File: src/rtl/bels_pkg.sv
`timescale 1ns / 1ps
// ----------------------------------------------------------------------------
// bels_pkg
// Shared constants and types for the BOSS edge label scan.
// ----------------------------------------------------------------------------
package bels_pkg;

  localparam int MAX_K_DEF      = 15;
  localparam int COUNT_BITS_DEF = 32;
  localparam int SYM_BITS       = 4;
  localparam int NUM_COUNTS     = 16;
  localparam int MARK_BITS      = 15;
  localparam int KMER_BITS      = 64;
  localparam int ADDR_BITS      = 4;

  localparam logic [1:0] REG_KMER_LENGTH = 2'd0;
  localparam logic [1:0] REG_MULTIGRAPH  = 2'd1;
  localparam logic [1:0] REG_ALPHABET    = 2'd2;

  localparam logic ACT_KMER = 1'b0;
  localparam logic ACT_END  = 1'b1;

  localparam logic KIND_EDGE  = 1'b0;
  localparam logic KIND_COUNT = 1'b1;

  localparam logic [3:0] SYM_UNMARKABLE = 4'd15;

  // per-lane compare result; symbols are zero unless the lane holds that position
  typedef struct packed {
    logic       node_diff;
    logic       suffix_diff;
    logic [3:0] edge_x;
    logic [3:0] edge_p;
    logic [3:0] last_x;
  } lane_t;

endpackage

File: src/rtl/bels_lane.sv
`timescale 1ns / 1ps
// ----------------------------------------------------------------------------
// bels_lane
// One symbol position: compares against the previous item and selects the
// symbol when it sits at the edge or last node position.
// ----------------------------------------------------------------------------
module bels_lane #(
  parameter int LANE = 0
) (
  input  logic [3:0]     sym_x,
  input  logic [3:0]     sym_p,
  input  logic [3:0]     k,
  output bels_pkg::lane_t res
);
  import bels_pkg::*;

  localparam logic [3:0] POS = 4'(LANE);

  logic diff;
  logic is_edge;
  logic is_last;

  assign diff    = (sym_x != sym_p);
  assign is_edge = (k == POS);
  assign is_last = (k == POS + 4'd1);

  always_comb begin
    res.node_diff   = diff && (POS < k);
    res.suffix_diff = diff && (POS != 4'd0) && (POS < k);
    res.edge_x      = is_edge ? sym_x : 4'd0;
    res.edge_p      = is_edge ? sym_p : 4'd0;
    res.last_x      = is_last ? sym_x : 4'd0;
  end

endmodule

File: src/rtl/bels_merge.sv
`timescale 1ns / 1ps
// ----------------------------------------------------------------------------
// bels_merge
// Combines the lane results: change flags and selected symbols.
// ----------------------------------------------------------------------------
module bels_merge #(
  parameter int LANES = 16
) (
  input  bels_pkg::lane_t lanes [LANES],
  output bels_pkg::lane_t merged
);
  import bels_pkg::*;

  always_comb begin
    merged = '0;
    for (int j = 0; j < LANES; j++) begin
      merged.node_diff   = merged.node_diff   | lanes[j].node_diff;
      merged.suffix_diff = merged.suffix_diff | lanes[j].suffix_diff;
      merged.edge_x      = merged.edge_x      | lanes[j].edge_x;
      merged.edge_p      = merged.edge_p      | lanes[j].edge_p;
      merged.last_x      = merged.last_x      | lanes[j].last_x;
    end
  end

endmodule

File: src/rtl/bels_counts.sv
`timescale 1ns / 1ps
// ----------------------------------------------------------------------------
// bels_counts
// Saturating edge counters, one per last node symbol, with a read port for
// the end-of-stream sweep.
// ----------------------------------------------------------------------------
module bels_counts #(
  parameter int COUNT_BITS = 32
) (
  input  logic                  clk,
  input  logic                  rst,
  input  logic                  inc_en,
  input  logic [3:0]            inc_idx,
  input  logic                  clear,
  input  logic [3:0]            rd_idx,
  output logic [COUNT_BITS-1:0] rd_data
);
  import bels_pkg::*;

  logic [COUNT_BITS-1:0] cnt [NUM_COUNTS];

  always_ff @(posedge clk) begin
    if (rst || clear) begin
      for (int j = 0; j < NUM_COUNTS; j++) cnt[j] <= '0;
    end else if (inc_en) begin
      if (cnt[inc_idx] != '1) cnt[inc_idx] <= cnt[inc_idx] + 1'b1;
    end
  end

  assign rd_data = cnt[rd_idx];

endmodule

File: src/rtl/boss_edge_label_scan.sv
`timescale 1ns / 1ps
// ----------------------------------------------------------------------------
// boss_edge_label_scan
// Scans sorted (k+1)-mers and emits BOSS edge labels and per-symbol counts.
// ----------------------------------------------------------------------------
// A k-mer item is taken every clock while item_stall is low and gives one
// edge result in the next cycle: MAX_K+1 symbol lanes compare it with the
// previous item in parallel. After an end item is taken, its 2*sigma+2 count
// results leave one per cycle from the single counter read port while
// result_stall is low, and items are stalled meanwhile. Stream state clears
// with the last count result. Register map: 0x0 kmer_length, 0x4
// multigraph_mode, 0x8 sigma.
module boss_edge_label_scan #(
  parameter int MAX_K      = bels_pkg::MAX_K_DEF,
  parameter int COUNT_BITS = bels_pkg::COUNT_BITS_DEF
) (
  input  logic                           clk,
  input  logic                           rst,
  input  logic                           psel,
  input  logic                           penable,
  input  logic                           pwrite,
  input  logic [bels_pkg::ADDR_BITS-1:0] paddr,
  input  logic [31:0]                    pwdata,
  output logic [31:0]                    prdata,
  output logic                           pready,
  input  logic                           item_valid,
  output logic                           item_stall,
  input  logic                           action,
  input  logic [bels_pkg::KMER_BITS-1:0] kmer_symbols,
  output logic                           result_valid,
  input  logic                           result_stall,
  output logic                           result_kind,
  output logic                           edge_added,
  output logic [3:0]                     edge_label,
  output logic                           closes_previous_node,
  output logic [3:0]                     count_index,
  output logic [31:0]                    count_value,
  output logic [31:0]                    node_total,
  output logic                           last_result
);
  import bels_pkg::*;

  localparam int LANES = MAX_K + 1;

  logic [3:0] kmer_length;
  logic       multigraph_mode;
  logic [2:0] sigma;

  logic [KMER_BITS-1:0]  previous_kmer;
  logic                  have_previous;
  logic                  any_edge;
  logic [MARK_BITS-1:0]  marks;
  logic [MARK_BITS-1:0]  marks_next;
  logic [COUNT_BITS-1:0] node_counter;
  logic [COUNT_BITS-1:0] node_counter_next;

  logic                  sweep;
  logic [3:0]            sidx;
  logic [COUNT_BITS-1:0] run;
  logic [COUNT_BITS-1:0] run_next;
  logic [COUNT_BITS:0]   run_sum;

  logic [3:0] k_eff;
  logic [3:0] ext;
  logic       cfg_wr;
  logic       accept;
  logic       adv;
  logic       load_edge;
  logic       load_count;
  logic       sweep_done;

  lane_t lanes [LANES];
  lane_t merged;

  logic       is_new_node;
  logic       adds_edge;
  logic       clear_marks;
  logic [3:0] label;
  logic [4:0] label_sum;
  logic [COUNT_BITS-1:0] cnt_rd;

  // configuration port
  assign pready = 1'b1;
  assign cfg_wr = psel && penable && pwrite && pready;

  always_ff @(posedge clk) begin
    if (rst) begin
      kmer_length     <= 4'd3;
      multigraph_mode <= 1'b0;
      sigma           <= 3'd4;
    end else if (cfg_wr) begin
      case (paddr[3:2])
        REG_KMER_LENGTH: kmer_length     <= pwdata[3:0];
        REG_MULTIGRAPH:  multigraph_mode <= pwdata[0];
        REG_ALPHABET:    sigma           <= pwdata[2:0];
        default: ;
      endcase
    end
  end

  always_comb begin
    case (paddr[3:2])
      REG_KMER_LENGTH: prdata = {28'd0, kmer_length};
      REG_MULTIGRAPH:  prdata = {31'd0, multigraph_mode};
      REG_ALPHABET:    prdata = {29'd0, sigma};
      default:         prdata = '0;
    endcase
  end

  // handshake
  assign adv        = !result_valid || !result_stall;
  assign item_stall = sweep || !adv;
  assign accept     = item_valid && !item_stall;
  assign load_edge  = accept && (action == ACT_KMER);
  assign load_count = sweep && adv;
  assign ext        = {sigma, 1'b1};
  assign sweep_done = load_count && (sidx == ext);

  assign k_eff = (kmer_length < 4'd2) ? 4'd2 :
                 (kmer_length > 4'(MAX_K)) ? 4'(MAX_K) : kmer_length;

  // symbol lanes
  for (genvar j = 0; j < LANES; j++) begin : g_lane
    bels_lane #(.LANE(j)) u_lane (
      .sym_x (kmer_symbols[SYM_BITS*j +: SYM_BITS]),
      .sym_p (previous_kmer[SYM_BITS*j +: SYM_BITS]),
      .k     (k_eff),
      .res   (lanes[j])
    );
  end

  bels_merge #(.LANES(LANES)) u_merge (
    .lanes  (lanes),
    .merged (merged)
  );

  // edge decision
  always_comb begin
    is_new_node = !have_previous || merged.node_diff;
    if (is_new_node) begin
      adds_edge = 1'b1;
    end else if (merged.edge_x != merged.edge_p) begin
      adds_edge = 1'b1;
    end else begin
      adds_edge = multigraph_mode;
    end
    clear_marks = !have_previous || merged.suffix_diff;
    marks_next  = clear_marks ? '0 : marks;
    label_sum   = {1'b0, merged.edge_x} + {2'b00, sigma};
    label       = 4'd0;
    if (adds_edge) begin
      label = merged.edge_x;
      if (merged.edge_x != SYM_UNMARKABLE) begin
        if (marks_next[merged.edge_x]) begin
          label = (merged.edge_x > {1'b0, sigma}) ? merged.edge_x : label_sum[3:0];
        end else begin
          marks_next[merged.edge_x] = 1'b1;
        end
      end
    end
    node_counter_next = node_counter;
    if (is_new_node && node_counter != '1) node_counter_next = node_counter + 1'b1;
  end

  bels_counts #(.COUNT_BITS(COUNT_BITS)) u_counts (
    .clk     (clk),
    .rst     (rst),
    .inc_en  (load_edge && adds_edge),
    .inc_idx (merged.last_x),
    .clear   (sweep_done),
    .rd_idx  (sidx),
    .rd_data (cnt_rd)
  );

  assign run_sum  = {1'b0, run} + {1'b0, cnt_rd};
  assign run_next = run_sum[COUNT_BITS] ? '1 : run_sum[COUNT_BITS-1:0];

  // stream state
  always_ff @(posedge clk) begin
    if (rst || sweep_done) begin
      have_previous <= 1'b0;
      any_edge      <= 1'b0;
      marks         <= '0;
      node_counter  <= '0;
      previous_kmer <= '0;
    end else if (load_edge) begin
      have_previous <= 1'b1;
      any_edge      <= any_edge || adds_edge;
      marks         <= marks_next;
      node_counter  <= node_counter_next;
      previous_kmer <= kmer_symbols;
    end
  end

  // count sweep
  always_ff @(posedge clk) begin
    if (rst) begin
      sweep <= 1'b0;
      sidx  <= 4'd0;
      run   <= '0;
    end else if (accept && (action == ACT_END)) begin
      sweep <= 1'b1;
      sidx  <= 4'd0;
      run   <= '0;
    end else if (load_count) begin
      sweep <= !sweep_done;
      sidx  <= sidx + 4'd1;
      run   <= run_next;
    end
  end

  function automatic logic [31:0] clip32(input logic [COUNT_BITS-1:0] v);
    logic [COUNT_BITS-1:0] hi;
    hi = v >> 32;
    return (hi != '0) ? 32'hFFFF_FFFF : 32'(v);
  endfunction

  // result register
  always_ff @(posedge clk) begin
    if (rst) begin
      result_valid <= 1'b0;
    end else if (adv) begin
      result_valid <= load_edge || load_count;
    end
  end

  always_ff @(posedge clk) begin
    if (load_edge) begin
      result_kind          <= KIND_EDGE;
      edge_added           <= adds_edge;
      edge_label           <= label;
      closes_previous_node <= is_new_node && any_edge;
      count_index          <= 4'd0;
      count_value          <= 32'd0;
      node_total           <= clip32(node_counter_next);
      last_result          <= 1'b1;
    end else if (load_count) begin
      result_kind          <= KIND_COUNT;
      edge_added           <= 1'b0;
      edge_label           <= 4'd0;
      closes_previous_node <= (sidx == 4'd0) && any_edge;
      count_index          <= sidx;
      count_value          <= clip32(run);
      node_total           <= clip32(node_counter);
      last_result          <= sweep_done;
    end
  end

`ifndef ASSERT_OFF
  a_end_starts_sweep: assert property (@(posedge clk) disable iff (rst)
    (accept && action == ACT_END) |=> sweep)
    else $error("end item did not start the count sweep");

  a_sweep_clears: assert property (@(posedge clk) disable iff (rst)
    sweep_done |=> (!have_previous && node_counter == '0 && !sweep))
    else $error("stream state not cleared after count sweep");

  a_last_count: assert property (@(posedge clk) disable iff (rst)
    (result_valid && result_kind == KIND_COUNT) |-> (last_result == (count_index == ext)))
    else $error("last count result flag mismatch");

  a_no_item_in_sweep: assert property (@(posedge clk) disable iff (rst)
    sweep |-> !accept)
    else $error("item accepted during count sweep");
`endif

endmodule

File: config.mk
export PLATFORM = sky130hd
export DESIGN_NAME = boss_edge_label_scan
export DESIGN_NICKNAME = d
export VERILOG_FILES = /design/src/rtl/bels_pkg.sv /design/src/rtl/bels_lane.sv /design/src/rtl/bels_merge.sv /design/src/rtl/bels_counts.sv /design/src/rtl/boss_edge_label_scan.sv
export SDC_FILE = /design/constraint.sdc
export NUM_CORES = 2
export LEC_CHECK = 0
export BUFFER_PORTS_ARGS = -buffer_cell sky130_fd_sc_hd__buf_2
export CAP_MARGIN = 20
export CELL_PAD_IN_SITES_DETAIL_PLACEMENT = 1
export CELL_PAD_IN_SITES_GLOBAL_PLACEMENT = 1
export CORE_MARGIN = 1.5
export CORE_UTILIZATION = 45
export CTS_CLUSTER_DIAMETER = 80
export DETAILED_ROUTE_END_ITERATION = 8
export PLACE_DENSITY = 0.8
export SKIP_LAST_GASP = 1
export SYNTH_ARGS = -nofsm -noshare
export SYNTH_HDL_FRONTEND = slang
export SYNTH_SLANG_ARGS = --single-unit
File: constraint.sdc
create_clock -name clk -period 6.4 [get_ports clk]
set_input_delay 0.32 -clock clk [delete_from_list [all_inputs] [get_ports clk]]
set_output_delay 0.32 -clock clk [all_outputs]
set_load 0.01 [all_outputs]
# --- After elaboration in Yosys (flattened, before gate mapping) ---
# Memories as Yosys holds them, arrays and structs flattened. A register that Yosys moved wholly into a read port is not among the register bits.
# Cells that the tools add are included.
word_totals:
  elab_cells: 300
  ff_bits: 235
  input_bits: 108
  n_memories: 1
  ramBits: 512
mem_list:
  columns: ["name", "depth", "word_bits", "read_ports", "rd_clocked_by_memory_dff", "wr", "line_no", "rtl"]
  rows:
  - ["u_counts.cnt", 16, 32, 2, 1, 16, "bels_counts.sv:20", "logic [COUNT_BITS-1:0] cnt [NUM_COUNTS];"]
classes:
  mux: 88
  eq_ne: 38
  bitwise: 76
  magnitude_cmp: 21
  reduce_logical: 51
  add_sub_neg: 5
ops:
  columns: ["operator", "count"]
  rows:
  - ["$mux W4", 59]
  - ["$or A4 B4 Y4", 45]
  - ["$mux W32", 5]
  - ["$ne A4 B4 Y1", 17]
  - ["$add A32 B1 Y32 const B", 2]
  - ["$ne A32 B32 Y1 const B", 2]
  - ["$mux W15", 4]
  - ["$add A32 B32 Y33", 1]
  - ["$eq A4 B4 Y1 const B", 8]
  - ["$lt A4 B4 Y1 const A", 8]
  - ["$reduce_or A32 Y1", 1]
  - ["$or A1 B1 Y1", 29]
  - ["$logic_and A1 B1 Y1", 28]
  - ["$mux W1", 17]
  - ["$eq A4 B3 Y1 const B", 4]
  - ["$lt A3 B4 Y1 const A", 4]
  - ["$or A15 B15 Y15", 1]
  - ["$pmux W4 S3", 1]
  - ["$eq A4 B2 Y1 const B", 2]
  - ["$logic_not A4 Y1", 2]
  - ["$lt A1 B4 Y1 const A", 2]
  - ["$lt A2 B4 Y1 const A", 2]
  - ["$logic_or A1 B1 Y1", 7]
  - ["$logic_not A1 Y1", 6]
  - ["19 further kinds", 22]

# --- Depth between registers and ports, before layout ---
logic_depth:
  word_depth: 29
  ltp_mapped: 23
  mapped_depth_nobuf: 17

# --- Cells and area by module ---
# Synthesis repeated with hierarchy kept, for this count alone.
hier_totals:
  hier_cells: 3318
  area_unflattened_um2: 40223.6
modules_own_cells:
  columns: ["mod", "area_per_inst_um2", "seq_area_each_um2", "n_inst", "cells_each"]
  rows:
  - ["bels_counts", 26349.0, 15374.7, 1, 1702]
  - ["boss_edge_label_scan", 10854.2, 5084.9, 1, 1211]
  - ["bels_lane at g_lane[1].u_lane ...", 170.2, 0.0, 3, 21]
  - ["bels_merge", 437.9, 0.0, 1, 70]
  - ["bels_lane at g_lane[11].u_lane ...", 163.9, 0.0, 2, 21]
  - ["bels_lane at g_lane[5].u_lane ...", 160.2, 0.0, 2, 21]
  - ["bels_lane at g_lane[8].u_lane", 173.9, 0.0, 1, 22]
  - ["bels_lane at g_lane[10].u_lane", 170.2, 0.0, 1, 23]
  - ["bels_lane at g_lane[4].u_lane", 168.9, 0.0, 1, 22]
  - ["bels_lane at g_lane[0].u_lane", 166.4, 0.0, 1, 21]
  - ["bels_lane at g_lane[12].u_lane", 163.9, 0.0, 1, 22]
  - ["bels_lane at g_lane[6].u_lane", 158.9, 0.0, 1, 21]
  - ["bels_lane at g_lane[7].u_lane", 155.1, 0.0, 1, 20]
  - ["bels_lane at g_lane[14].u_lane", 150.1, 0.0, 1, 20]
  - ["bels_lane at g_lane[15].u_lane", 116.4, 0.0, 1, 17]

# --- Worst setup path after synthesis ---
# No wires, ideal clock.
synth_timing:
  kind: "register to register"
  startpoint: "register kmer_length[0]"
  endpoint: "memory u_counts.cnt[1][0] (enable)"
  synth_period_minus_slack_ns: 6.720
  path_buffers: 6
  arrival_ns: 6.254
  path_stages_with_launch: 20
  slack_ns: -0.320
  setup_time_ns: 0.466
  path_cell_list: "dfxtp_1 -> buf_2 -> mux2_2 -> a32o_1 -> nor4_4 -> o2111ai_2 -> buf_2 -> buf_2 -> buf_2 -> a211oi_1 -> o21ai_0 -> o2111a_1 -> clkbuf_1 -> clkbuf_1 -> ha_1 -> inv_1 -> nor3_4 -> nand3_2 -> o211ai_1 -> o21ai_0"
synth_lines:
  columns: ["item", "line_no", "rtl"]
  rows:
  - ["start, declared", "boss_edge_label_scan.sv:45", "logic [3:0] kmer_length;"]
  - ["start signal, assigned", "boss_edge_label_scan.sv:93", "REG_KMER_LENGTH: kmer_length <= pwdata[3:0];"]
  - ["end, declared", "bels_counts.sv:20", null]

==> metrics.cfg <==
[cts]
root_buffer = clkbuf_16
clock_sinks = 751
cts-buffers-inserted = 86
tritoncts = yes
cts-resized-gates = 0
htree_levels = 3
clockBufferDepth = 3
clk_pin_slew_worst_paths_ps = 60
cts_setup_buffers = 0
clk_latency_ps = 680

[final_layout]
design_area_um2 = 47000
area_delta_synth_final_pct = 15.7
finalNetCount = 4161
utilization_pct = 52.8
most-common-layout-cells = 550 x edfxtp_1, 488 x nand2_1, 483 x nor2_1
drive_gt1_share_pct = 18.5
final_common_cell = edfxtp_1

[floorplan]
die_y_um = 303
io_pins = 219
rows = 109
die_w_um = 303
die_area_um2 = 92000
core_area_um2 = 88900
start_util_pct = 45.7

[critical_path]
critPathLaunchType = flop
rr_startpoint = kmer_length[1]
arrival_ps = 6670
critical_path_class = reg -> reg
worstSetupEndpointType = flop
path_max_fanout = 43
r2r-end = u_counts.cnt[9][18]
r2r_slack_ps = 100
worstPathRequired_ps = 6780
ff2ff_path_depth = 16

[worst_hold_path]
min_path_cells = 3
holdCritStartpoint = kmer_symbols[49]
hp-class = in -> reg
min_to = previous_kmer[49]

[grt]
grt_pass1_vias = 36400
grt_pass1_wl_mm = 232
grt_max_degree = 88
grt_usage_pct = 33.8
grt_overflow = 0
antenna_found_initial = 8

[placement]
dpl.hpwl_mm = 98.2
dpl-instance-area_um2 = 43600
portBuffers = 159
preCtsSetupSlack_ps = 482
gp_congestion = 0.932

[timing]
finalSetupViolations = 0
slew_headroom_pct = 32.3
worst_pin_slew_ps = 1010
slew_viol_final = 0
fin_tns_setup_ps = 0
finalClockSkew_ps = 35.7
fin_crit_ps = 6300
rsz0062_at_grt = false
clock.fmax_ghz = 0.159
hold_viol = 0
postLayoutSetupSlackWorst_ps = 104
fin_crit_sh_pct = 98.4

[power]
switching_share_pct = 28.8
p_comb_share_pct = 16.7
p_clk_share_pct = 38.9
peakVddDrop_mv = 0.202
p_int_mw = 8.93
power.leakage_nw = 17.2
p_seq_share_pct = 44.3
p_per_area_nw_per_um2 = 267
power_switching_mw = 3.62

[synth]
yosysWarnings = 0
yosysSeqAreaShare_pct = 50.6
synth-seq-cells = 751
async_reset_ff_share_pct = 0
synth-edff-count = 550
synth_cell_types = 89
synth_top_area_share_pct = 40.7
yosys.area.top_type = edfxtp_1
syn_area_um2 = 40600
avgSynthCellArea_um2 = 10.6
synthTopCellsByArea = edfxtp_1 41%, dfxtp_1 9.9%, mux4_2 9.2%
synthFlopType = edfxtp_1
netlist_instances = 3817

[run]
maxCapViolations = 0

[route]
top_layer = met5
drc = 0
drtPass1Iterations = 6
first_iter_violations = 5066
drt_wl_total_mm = 156
wl_met1_mm = 56.3
avgRoutedWirePerCell_um = 29.8
ant_nets = 0
met3WireLength_mm = 17.8
dr_total_vias = 35000
via_per_inst = 6.67
wl_met2_mm = 71.8

[status]
outcome = finished, final reports clean

## flip-flops by register name, summed over array words and instances, names as in the netlist, 3 cells and up, named ones only
name / cells
u_counts.cnt: 512
previous_kmer: 64
count_value: 32
node_counter: 32
node_total: 32
run: 32
marks: 15
count_index: 4
edge_label: 4
kmer_length: 4
sidx: 4
sigma: 3
## area by class of cell
cell class | instances | area [um2]
Inverter | 32 | 120
Sequential cell | 751 | 20600
Clock inverter | 45 | 408
Fill cell | 9459 | 41900
Timing Repair Buffer | 435 | 3390
Tap cell | 1165 | 1460
Clock buffer | 111 | 2320
Multi-Input combinational cell | 2702 | 18700
Antenna cell | 5 | 12.5
## cell families (layout without fill, tap and decap cells)
group,count (synthesis),after routing,share of synthesized area (%)
adders and majority gates,45,45,1.42
xor gates and xnor gates,157,157,3.41
muxes,247,247,11.2
DFF,751,751,50.6
other,2,34,0.0185
buffers and inverters,391,623,4.39
and+or+nand+nor,1499,1499,16.7
AOI/OAI and AO/OA,725,725,12.2
## worst max-delay path: stages, from the launching register on
cell and delay, ps:
dfxtp_2 630, buf_4 280, mux2_2 360, a21oi_1 350, o2111ai_4 210, nand2_4 240
buf_4 470, nand2_1 120, a22o_1 240, a2111oi_2 700, nand4_2 350, nor4_2 350
buf_4 210, nand3_2 130, o211ai_1 720, buf_4 480, nor3_1 140
## metrics by stage
step	hold slack [ps]	std cells	total power [mW]
2_1_floorplan	424	3844	6.85
3_3_place_gp	438	5015	7.55
3_5_place_dp	447	5017	7.63
4_1_cts	0.241	5240	12.5
5_1_grt	4.36	5244	12.8
6_report	22.4	5246	12.6
## metal layers
metal	track usage (%)	vias to the layer above
li1	-	14400
met3	8.69	745
met5	0	-
met1	41.8	17400
met2	53.6	2465
met4	19.6	6
## synth_stat cells (all sizes together) (6+ instances only)
cell type / n
a21o: 15
mux4: 165
a211o: 23
mux2: 21
o211ai: 11
edfxtp: 550
nand4: 29
a32o: 13
and2: 58
xor2: 84
clkbuf: 170
nor3b: 10
nand3b: 9
inv: 32
a211oi: 99
nor3: 117
a31oi: 35
nand2b: 8
or3: 7
a22oi: 35
a21oi: 243
o2111a: 13
nor2: 487
o2111ai: 15
nand3: 76
buf: 189
nor4: 14
a221oi: 14
o21ai: 99
and4: 6
nand2: 505
nor2b: 31
a2111oi: 6
a22o: 13
a311oi: 15
dfxtp: 201
xnor2: 73
mux2i: 61
ha: 43
a32oi: 25
and3: 132
## what timing repair did
item,4_1_cts,5_1_grt
hold buffers,67,0
hold endpoints to repair,70,0
setup endpoints to repair,0,0
## power groups by stage
stage,sequential [mW],combinational [mW],clock (mW)
global placement,5.64,1.91,0
CTS,5.56,2.03,4.90
detailed placement,5.66,1.98,0
global route,5.58,2.20,5.07
floorplan,5.62,1.23,0
finish,5.57,2.10,4.89
## worst max-delay path by stage
stage / startpoint / cells after the start / slack [ps] / end
after detailed placement: kmer_length[1] / 16 / 480 / u_counts.cnt[9][5]
final: kmer_length[1] / 16 / 100 / u_counts.cnt[9][18]
after floorplan: kmer_length[0] / 19 / -320 / u_counts.cnt[1][0]
after global placement: kmer_length[2] / 13 / 620 / u_counts.cnt[9][25]
after global routing: kmer_length[1] / 16 / 130 / u_counts.cnt[9][2]
after CTS: kmer_length[1] / 16 / 360 / u_counts.cnt[9][2]
Note: power is estimated with default switching activity, not from simulation.
